[src/rtl/pirci_pkg.sv]
// Shared types and codes for the PI regulator with conditional integration.
// Holds the configuration bundle, the integrator stage payload and register indexes.
// No dependencies.
`default_nettype none

package pirci_pkg;

   // Configuration port geometry.
   localparam int unsigned CSR_IDX_W  = 3;
   localparam int unsigned CSR_DATA_W = 16;

   // Register indexes on the configuration port.
   localparam logic [CSR_IDX_W-1:0] REG_FB_HIGH    = 3'd0;
   localparam logic [CSR_IDX_W-1:0] REG_FB_LOW     = 3'd1;
   localparam logic [CSR_IDX_W-1:0] REG_ERR_WINDOW = 3'd2;
   localparam logic [CSR_IDX_W-1:0] REG_KP_GAIN    = 3'd3;
   localparam logic [CSR_IDX_W-1:0] REG_KI_GAIN    = 3'd4;
   localparam logic [CSR_IDX_W-1:0] REG_DUTY_HIGH  = 3'd5;
   localparam logic [CSR_IDX_W-1:0] REG_DUTY_LOW   = 3'd6;

   // Operation codes carried on the request tuser.
   localparam logic OP_REGULATE = 1'b0;
   localparam logic OP_CLEAR    = 1'b1;

   typedef struct packed {
      logic signed [15:0] fb_high;
      logic signed [15:0] fb_low;
      logic        [15:0] err_window;
      logic        [15:0] kp_gain;
      logic        [15:0] ki_gain;
      logic signed [15:0] duty_high;
      logic signed [15:0] duty_low;
   } cfg_type;

   // Result of the integrator stage for one regulate transaction.
   typedef struct packed {
      logic signed [16:0] err;
      logic signed [31:0] integ;
      logic               active;
   } integ_out_type;

endpackage

`default_nettype wire

[src/rtl/pirci_csr.sv]
// Configuration register file of the PI regulator.
// Depends on pirci_pkg for the register indexes and the cfg_type bundle.
`default_nettype none

module pirci_csr
   import pirci_pkg::*;
(
   input  wire logic                  clock,
   input  wire logic                  reset,
   input  wire logic                  csr_we,
   input  wire logic [CSR_IDX_W-1:0]  csr_index,
   input  wire logic [CSR_DATA_W-1:0] csr_wdata,
   output cfg_type                    cfg
);

   cfg_type cfg_ff;
   cfg_type cfg_in;

   always_comb begin
      cfg_in = cfg_ff;
      if (csr_we) begin
         case (csr_index)
            REG_FB_HIGH:    cfg_in.fb_high    = $signed(csr_wdata);
            REG_FB_LOW:     cfg_in.fb_low     = $signed(csr_wdata);
            REG_ERR_WINDOW: cfg_in.err_window = csr_wdata;
            REG_KP_GAIN:    cfg_in.kp_gain    = csr_wdata;
            REG_KI_GAIN:    cfg_in.ki_gain    = csr_wdata;
            REG_DUTY_HIGH:  cfg_in.duty_high  = $signed(csr_wdata);
            REG_DUTY_LOW:   cfg_in.duty_low   = $signed(csr_wdata);
            default:        cfg_in = cfg_ff;
         endcase
      end
   end

   always_ff @(posedge clock) begin
      if (reset) begin
         cfg_ff.fb_high    <= 16'sh7FFF;
         cfg_ff.fb_low     <= 16'sh8000;
         cfg_ff.err_window <= 16'hFFFF;
         cfg_ff.kp_gain    <= 16'd256;
         cfg_ff.ki_gain    <= 16'd0;
         cfg_ff.duty_high  <= 16'sh7FFF;
         cfg_ff.duty_low   <= 16'sh8000;
      end else begin
         cfg_ff <= cfg_in;
      end
   end

   assign cfg = cfg_ff;

endmodule

`default_nettype wire

[src/rtl/pirci_integ.sv]
// Error and integrator stage: forms the error, decides window and direction,
// and keeps the saturating 32-bit integral. Depends on pirci_pkg.
`default_nettype none

module pirci_integ
   import pirci_pkg::*;
(
   input  wire logic               clock,
   input  wire logic               reset,
   input  wire logic               load,
   input  wire logic               op,
   input  wire logic signed [15:0] feedback,
   input  wire logic signed [15:0] setpoint,
   input  cfg_type                 cfg,
   output integ_out_type           stage
);

   logic signed [31:0] integral_ff;
   logic signed [31:0] integral_in;
   integ_out_type      stage_ff;

   logic signed [16:0] err;
   logic        [16:0] mag;
   logic               active;
   logic               allow;
   logic signed [32:0] sum;
   logic signed [31:0] sum_sat;

   always_comb begin
      err    = {setpoint[15], setpoint} - {feedback[15], feedback};
      mag    = err[16] ? 17'(-err) : 17'(err);
      active = (mag <= {1'b0, cfg.err_window});

      // The high-limit rule takes priority when both limits are crossed.
      if (feedback > cfg.fb_high) begin
         allow = err[16];
      end else if (feedback < cfg.fb_low) begin
         allow = !err[16] && (err != 17'sd0);
      end else begin
         allow = 1'b1;
      end

      sum = {integral_ff[31], integral_ff} + {{16{err[16]}}, err};
      if (sum[32] != sum[31]) begin
         sum_sat = sum[32] ? 32'sh8000_0000 : 32'sh7FFF_FFFF;
      end else begin
         sum_sat = sum[31:0];
      end

      if (op == OP_CLEAR) begin
         integral_in = 32'sd0;
      end else if (active && allow) begin
         integral_in = sum_sat;
      end else begin
         integral_in = integral_ff;
      end
   end

   always_ff @(posedge clock) begin
      if (reset) begin
         integral_ff <= 32'sd0;
      end else if (load) begin
         integral_ff <= integral_in;
      end
   end

   always_ff @(posedge clock) begin
      if (load) begin
         stage_ff.err    <= err;
         stage_ff.integ  <= integral_in;
         stage_ff.active <= active;
      end
   end

   assign stage = stage_ff;

endmodule

`default_nettype wire

[src/rtl/pirci_drive.sv]
// Drive computation: registered gain products, then sum, shift by eight and
// the two duty clamps into the result register. Depends on pirci_pkg.
`default_nettype none

module pirci_drive
   import pirci_pkg::*;
(
   input  wire logic               clock,
   input  wire logic               mul_load,
   input  wire logic               out_load,
   input  integ_out_type           stage,
   input  cfg_type                 cfg,
   output logic signed [15:0]      duty,
   output logic                    integ_active,
   output logic                    clamped
);

   logic signed [33:0] pprod_ff;
   logic signed [33:0] pprod_in;
   logic signed [48:0] iprod_ff;
   logic signed [48:0] iprod_in;
   logic               act_ff;

   logic signed [49:0] acc;
   logic signed [41:0] shifted;
   logic signed [41:0] hi_ext;
   logic signed [41:0] lo_ext;
   logic signed [41:0] limited;
   logic               clamped_in;

   logic signed [15:0] duty_ff;
   logic               integ_active_ff;
   logic               clamped_ff;

   // Gains are unsigned Q8.8, so they enter the signed products with a zero sign bit.
   always_comb begin
      pprod_in = $signed({1'b0, cfg.kp_gain}) * stage.err;
      iprod_in = stage.active ? $signed({1'b0, cfg.ki_gain}) * stage.integ : 49'sd0;
   end

   always_ff @(posedge clock) begin
      if (mul_load) begin
         pprod_ff <= pprod_in;
         iprod_ff <= iprod_in;
         act_ff   <= stage.active;
      end
   end

   always_comb begin
      acc     = {{16{pprod_ff[33]}}, pprod_ff} + {iprod_ff[48], iprod_ff};
      // Dropping the low eight bits of a two's complement value rounds toward minus infinity.
      shifted = acc[49:8];
      hi_ext  = {{26{cfg.duty_high[15]}}, cfg.duty_high};
      lo_ext  = {{26{cfg.duty_low[15]}}, cfg.duty_low};
      limited    = shifted;
      clamped_in = 1'b0;
      if (limited > hi_ext) begin
         limited    = hi_ext;
         clamped_in = 1'b1;
      end
      if (limited < lo_ext) begin
         limited    = lo_ext;
         clamped_in = 1'b1;
      end
   end

   always_ff @(posedge clock) begin
      if (out_load) begin
         duty_ff         <= limited[15:0];
         integ_active_ff <= act_ff;
         clamped_ff      <= clamped_in;
      end
   end

   assign duty         = duty_ff;
   assign integ_active = integ_active_ff;
   assign clamped      = clamped_ff;

endmodule

`default_nettype wire

[src/rtl/pi_regulator_conditional_integration.sv]
// Top level of the PI regulator with conditional integration and anti-windup.
// Instantiates pirci_csr, pirci_integ and pirci_drive; depends on pirci_pkg.
//
//   Channel   Direction  Transaction content
//   req_      in         tuser: op; tdata: feedback [15:0], setpoint [31:16]
//   rsp_      out        tdata: duty [15:0], integ_active [16], clamped [17], zeros above
//   csr_      in         write enable, register index, 16-bit write data
//
// One transaction can be accepted every cycle while rsp_tready keeps the pipeline
// moving. A regulate transaction passes an input register, the integrator stage,
// the product registers and the result register before it is offered. The integral
// loop closes in the single integrator stage, which sets the one-per-cycle rate.
// A clear transaction zeroes the integral in that stage and produces no result.
// Each stage advances when the stage after it is empty or moving, so a waiting
// result does not block new requests until the pipeline is full.
// Reset is synchronous: it empties the pipeline, zeroes the integral, loads
// the register reset values and holds req_tready low.
`default_nettype none

module pi_regulator_conditional_integration
   import pirci_pkg::*;
(
   input  wire logic                  clock,
   input  wire logic                  reset,

   input  wire logic                  req_tvalid,
   output logic                       req_tready,
   input  wire logic [31:0]           req_tdata,   // feedback [15:0], setpoint [31:16]
   input  wire logic                  req_tuser,   // op [0]

   output logic                       rsp_tvalid,
   input  wire logic                  rsp_tready,
   output logic [23:0]                rsp_tdata,   // duty [15:0], integ_active [16], clamped [17]

   input  wire logic                  csr_we,
   input  wire logic [CSR_IDX_W-1:0]  csr_index,
   input  wire logic [CSR_DATA_W-1:0] csr_wdata
);

   cfg_type       cfg;
   integ_out_type stage;

   // Input register.
   logic               in_valid_ff;
   logic               in_valid_in;
   logic               op_ff;
   logic signed [15:0] feedback_ff;
   logic signed [15:0] setpoint_ff;

   // Valid flags of the later stages.
   logic int_valid_ff;
   logic int_valid_in;
   logic mul_valid_ff;
   logic mul_valid_in;
   logic out_valid_ff;
   logic out_valid_in;

   logic rdy_in;
   logic rdy_int;
   logic rdy_mul;
   logic rdy_out;
   logic in_load;
   logic int_load;
   logic mul_load;
   logic out_load;

   logic signed [15:0] duty;
   logic               integ_active;
   logic               clamped;

   // Ready ripples back from the result register.
   always_comb begin
      rdy_out  = !out_valid_ff || rsp_tready;
      rdy_mul  = !mul_valid_ff || rdy_out;
      rdy_int  = !int_valid_ff || rdy_mul;
      // No request is taken while reset is applied.
      rdy_in   = (!in_valid_ff || rdy_int) && !reset;

      in_load  = req_tvalid  && rdy_in;
      int_load = in_valid_ff && rdy_int;
      mul_load = int_valid_ff && rdy_mul;
      out_load = mul_valid_ff && rdy_out;

      in_valid_in  = rdy_in  ? req_tvalid : in_valid_ff;
      // A clear transaction stops at the integrator and yields no result.
      int_valid_in = rdy_int ? (in_valid_ff && (op_ff == OP_REGULATE)) : int_valid_ff;
      mul_valid_in = rdy_mul ? int_valid_ff : mul_valid_ff;
      out_valid_in = rdy_out ? mul_valid_ff : out_valid_ff;
   end

   always_ff @(posedge clock) begin
      if (reset) begin
         in_valid_ff  <= 1'b0;
         int_valid_ff <= 1'b0;
         mul_valid_ff <= 1'b0;
         out_valid_ff <= 1'b0;
      end else begin
         in_valid_ff  <= in_valid_in;
         int_valid_ff <= int_valid_in;
         mul_valid_ff <= mul_valid_in;
         out_valid_ff <= out_valid_in;
      end
   end

   always_ff @(posedge clock) begin
      if (in_load) begin
         op_ff       <= req_tuser;
         feedback_ff <= $signed(req_tdata[15:0]);
         setpoint_ff <= $signed(req_tdata[31:16]);
      end
   end

   pirci_csr u_csr (
      .clock     (clock),
      .reset     (reset),
      .csr_we    (csr_we),
      .csr_index (csr_index),
      .csr_wdata (csr_wdata),
      .cfg       (cfg)
   );

   pirci_integ u_integ (
      .clock    (clock),
      .reset    (reset),
      .load     (int_load),
      .op       (op_ff),
      .feedback (feedback_ff),
      .setpoint (setpoint_ff),
      .cfg      (cfg),
      .stage    (stage)
   );

   pirci_drive u_drive (
      .clock        (clock),
      .mul_load     (mul_load),
      .out_load     (out_load),
      .stage        (stage),
      .cfg          (cfg),
      .duty         (duty),
      .integ_active (integ_active),
      .clamped      (clamped)
   );

   assign req_tready = rdy_in;
   assign rsp_tvalid = out_valid_ff;
   assign rsp_tdata  = {6'd0, clamped, integ_active, duty};

endmodule

`default_nettype wire

[config.mk]
export PLATFORM = sky130hd
export DESIGN_NAME = pi_regulator_conditional_integration
export DESIGN_NICKNAME = d
export VERILOG_FILES = /design/src/rtl/pirci_pkg.sv /design/src/rtl/pirci_csr.sv /design/src/rtl/pirci_integ.sv /design/src/rtl/pirci_drive.sv /design/src/rtl/pi_regulator_conditional_integration.sv
export SDC_FILE = /design/constraint.sdc
export NUM_CORES = 2
export LEC_CHECK = 0
export ABC_AREA = 1
export BUFFER_PORTS_ARGS = -buffer_cell sky130_fd_sc_hd__buf_4
export CAP_MARGIN = 40
export CORE_UTILIZATION = 35
export CTS_CLUSTER_SIZE = 14
export DETAILED_ROUTE_END_ITERATION = 8
export PLACE_DENSITY_LB_ADDON = 0.08
export SKIP_LAST_GASP = 1
export SLEW_MARGIN = 20
export SYNTH_ARGS = -nofsm -noshare
export SYNTH_HDL_FRONTEND = slang
export SYNTH_SLANG_ARGS = --single-unit
[constraint.sdc]
create_clock -name clock -period 6.15 [get_ports clock]
set_input_delay 1.23 -clock clock [delete_from_list [all_inputs] [get_ports clock]]
set_output_delay 1.23 -clock clock [all_outputs]
set_load 0.01 [all_outputs]
==> results by group <==
Status
  • Status: finished, final reports clean

Setup path
  • Maximum fanout encountered on the critical timing path: 4
  • CP peak stage delay: about 0.55 ns
  • Data required, critical path: between 6 and 7 ns
  • Signal arrival time at the worst endpoint: around 6.5 ns
  • Critical Path Start: u_integ.stage[8]
  • Category of the critical setup timing path: reg -> reg
  • Slowest cell on the critical path: fa_2
  • Most Frequent Cell on Critical Path: buf_4
  • R2R Path Start: u_integ.stage[8]
  • Type of element launching the critical path: flop
  • Capturing element type of the critical path: flop

Placed design
  • Worst Setup Slack post-DPL: -0.557 ns
  • GP Congestion: 0.899
  • Buffers on Ports: between 70 and 80
  • DP Cell Count: 8,668
  • Placed wire-length estimate: between 100,000 and 150,000 µm

Global route
  • Global-route wire length before repair: between 200,000 and 250,000 µm
  • GR Overflow Total: 0
  • Number of global-route vias before repair: between 40,000 and 50,000
  • GRT Max-Usage Layer: met2
  • Number of antenna violations at the first check in global routing: 4
  • Grt met1 use: 0.330
  • Met2 Usage GRT: 0.358
  • Largest net degree at the start of global routing: slightly above 100
  • GRT Overall Usage: 0.224
  • GRT met3 Usage: 0.0270

Detailed routing
  • Post-DR vias/cell: roughly 4.7
  • Average detailed-routed wire length per instance: about 18 µm
  • DRC violation total after the first TritonRoute iteration: 2,346
  • Via count: approximately 42,000
  • Number of iterations in the first detailed-routing pass: 5
  • Count of unresolved DRC violations after routing: 0
  • Post-route ant nets: 0
  • Total detailed-routing wirelength: between 150,000 and 200,000 µm

Synthesis
  • Area share of xor/xnor cells in the synthesized design: 0.0242
  • Register area share after synthesis: 0.172
  • Post-synthesis mux area share: 0
  • Synth warnings: 0
  • Post-synthesis adder-cell area fraction: 0.403
  • Number of instances in the synthesized netlist: roughly 6,300
  • Simple-gate portion of the synthesized area: 0.156
  • Number of synthesized flops with an enable pin: about 190
  • Synth Area in Compound Gates: 0.0996
  • Cell area after synthesis: 0.0495 mm²
  • Post-synthesis cell type count: between 50 and 60
  • Share of async-settable or async-resettable flops after synthesis: 0
  • Mean Syn Cell Area: around 7.8 µm²
  • Top_reg_cell synth: edfxtp_1
  • FF+latch count, synth: 333
  • Largest family of logic cells by synthesized area: adder cells

Layout
  • Total Nets Final: 8,188
  • Share of post-route cells with drive strength above 1: 0.203
  • Layout fillers: 14,100
  • Area growth from synthesis to layout: 25.9%
  • Final instance count without filler cells: between 8,000 and 9,000
  • Antenna Cells: 0

Die
  • Effective utilization at floorplan: 0.354
  • Width of the chip: roughly 380 µm
  • Placeable core area: between 0.1 and 0.15 mm²
  • Row Count: roughly 140
  • Die outline height: between 300 and 400 µm
  • Total Die Area: ~0.14 mm²
  • Top-Level Pins: just over 80

STA
  • Unrepaired setup endpoints after global routing: true
  • Peak Freq: roughly 160 MHz
  • Hold Fails Final Rpt: 0
  • Minimum hold slack: 0.424 ns
  • Final slew viol count: 0
  • Headroom to the max-slew limit: 0.422
  • Final-report setup violation count: 0
  • Fin crit share: 0.989
  • Final critical-path required period: 6.08 ns
  • Final Skew: 0.0347 ns
  • Slew at the pin closest to its max-slew limit: between 0.8 and 0.9 ns
  • Worst setup margin: about 0.067 ns

CTS
  • Max H-tree Level: 2
  • TritonCTS clock tree: yes
  • Hold buffer count at cts: 0
  • Clk Latency, worst-skew pair: 0.64 ns
  • Maximum clock insertion buffer count: 3
  • Clk Tree Root Cell: clkbuf_16
  • CTS Buf Count: 44
  • Clk sinks: 333
  • Clock transition time at the flip-flop clock pins of the worst setup and hold paths: roughly 0.06 ns

Pwr
  • Static leakage power: around 32 nW
  • Net switching fraction of the power: 0.413
  • IR drop worst, VDD: 0.236 mV
  • Comb power frac: 0.533
  • Share of power burned in the clock network: 0.240
  • Sequential group share of total power: 0.227
  • Cell-internal power: between 6 and 7 mW
  • Total power draw: between 10 and 15 mW
  • Power per Cell Area: ~190 mW/mm²
  • Switching power total: between 4 and 5 mW

Min path
  • Min-delay src: u_drive.act_ff
  • Type of the most critical hold path: reg -> reg

Job
  • Number of max-cap violations: 0
==> cell usage in the layout, fill, tap and decap left out, drive strengths merged, types with 2 or more instances in the layout <==
| cell | instances |
|---|---|
| inv | 1623 |
| buf | 820 |
| edfxtp | 185 |
| a31oi | 36 |
| fa | 700 |
| nand2 | 1362 |
| a21boi | 12 |
| bufinv | 7 |
| dfxtp | 148 |
| nand4 | 31 |
| nor4 | 17 |
| nand3b | 2 |
| o221ai | 5 |
| xnor2 | 49 |
| ha | 472 |
| conb | 6 |
| clkinvlp | 5 |
| o2111ai | 2 |
| nor3 | 26 |
| a221o | 2 |
| a21oi | 378 |
| o211ai | 54 |
| o221a | 2 |
| xor2 | 84 |
| o21ai | 312 |
| nor2 | 317 |
| a21o | 13 |
| and3 | 3 |
| o21a | 31 |
| clkinv | 17 |
| o21bai | 20 |
| or2 | 17 |
| a211oi | 8 |
| clkbuf | 61 |
| o31ai | 6 |
| nand3 | 155 |
==> power groups by stage <==
stage	clock, mW	sequential, mW	combinational, mW
after floorplan	0	2.65	3.25
after global placement	0	2.74	5.50
after detailed placement	0	2.74	5.51
after CTS	2.91	2.69	5.62
after global routing	2.98	2.69	6.99
final	2.84	2.68	6.29
==> worst paths after layout <==
check / endpoint / slack, ns / cells past startpoint
worst max register to register: u_drive.iprod_ff[16] / 0.07 / 29
worst min-delay path: u_drive.integ_active / 0.42 / 0
worst max-delay path: u_drive.iprod_ff[16] / 0.07 / 29
worst min register to register: u_drive.integ_active / 0.42 / 0
==> cell usage after synthesis, types with 3 or more instances <==
cell | count | area, µm²
a211oi_1 | 8 | 60.1
a21boi_0 | 11 | 82.6
a21o_1 | 13 | 97.6
a21oi_1 | 376 | 1880
a31oi_1 | 36 | 225
and3_1 | 3 | 18.8
buf_2 | 8 | 40.0
buf_4 | 9 | 67.6
buf_6 | 6 | 67.6
clkbuf_1 | 249 | 935
dfxtp_1 | 148 | 2960
edfxtp_1 | 185 | 5560
fa_1 | 700 | 14000
ha_1 | 472 | 5910
inv_1 | 1607 | 6030
inv_2 | 9 | 33.8
nand2_1 | 1353 | 5080
nand2_2 | 7 | 43.8
nand3_1 | 151 | 756
nand3_2 | 4 | 40.0
nand4_1 | 31 | 194
nor2_1 | 314 | 1180
nor3_1 | 25 | 125
nor4_1 | 17 | 106
o211ai_1 | 54 | 405
o21a_1 | 31 | 233
o21ai_0 | 300 | 1500
o21ai_1 | 11 | 55.1
o21bai_1 | 19 | 143
o221ai_1 | 5 | 43.8
o31ai_1 | 6 | 45.0
or2_2 | 15 | 93.8
xnor2_1 | 48 | 420
xor2_1 | 81 | 709
xor2_2 | 3 | 48.8
==> metrics by stage <==
stage,utilization,instance area [µm²],TNS (ns)
2_1_floorplan,-,49500,0
3_3_place_gp,0.404,56500,-14.33
3_5_place_dp,0.405,56600,-11.54
4_1_cts,0.420,58700,-0.00299
5_1_grt,0.445,62300,-4.48
6_report,0.445,62300,0
==> logic make-up (layout without fill, tap and decap cells) <==
kind of cell	count (synthesis)	after routing
adders and majority gates	1172	1172
buffers and inverters	1891	2533
and+or+nand+nor	1931	1932
xor gates and xnor gates	133	133
other	1	6
AOI/OAI and AO/OA	886	886
DFF	333	333
==> registers in the layout, summed over array words and instances, names as in the netlist, 16 cells and up <==
name	flops
u_drive.duty	16
setpoint_ff	16
u_drive.iprod_ff	49
feedback_ff	16
u_drive.pprod_ff	34
u_integ.stage	50
u_csr.cfg	112
u_integ.integral_ff	32
==> final cells by class <==
type / count / area, µm² / area share
Clock inverter: 33 / 420 / 0.00675
Inverter: 1618 / 6100 / 0.0978
Clock buffer: 49 / 1140 / 0.0183
Timing Repair Buffer: 832 / 7380 / 0.118
Timing Repair inverter: 1 / 7.51 / 0.000120
Multi-Input combinational cell: 4129 / 36300 / 0.583
Sequential cell: 333 / 8570 / 0.137
Tap cell: 1876 / 2350 / 0.0377
==> metal layers <==
layer / part of all wire / vias up
met2: 0.45 / 768
met5: 0 / -
met4: 0.012 / 0
met1: 0.49 / 20500
li1: - / 20500
met3: 0.047 / 104
==> repair_timing <==
action,CTS,global route
setup endpoints to repair,41,55
pin swaps,14,224
gates resized for setup,71,623
cloned,1,15
setup buffers,32,76
endpoints found under the hold margin,0,0
==> critical path: cells and delay by family (launching register included) <==
kind | cells | cell delay (ns)
AOI/OAI and AO/OA | 4 | 0.53
adders and majority gates | 7 | 3.38
buffers and inverters | 15 | 1.25
DFF | 1 | 0.46
and+or+nand+nor | 3 | 0.20
Note: power is estimated with default switching activity, not from simulation.
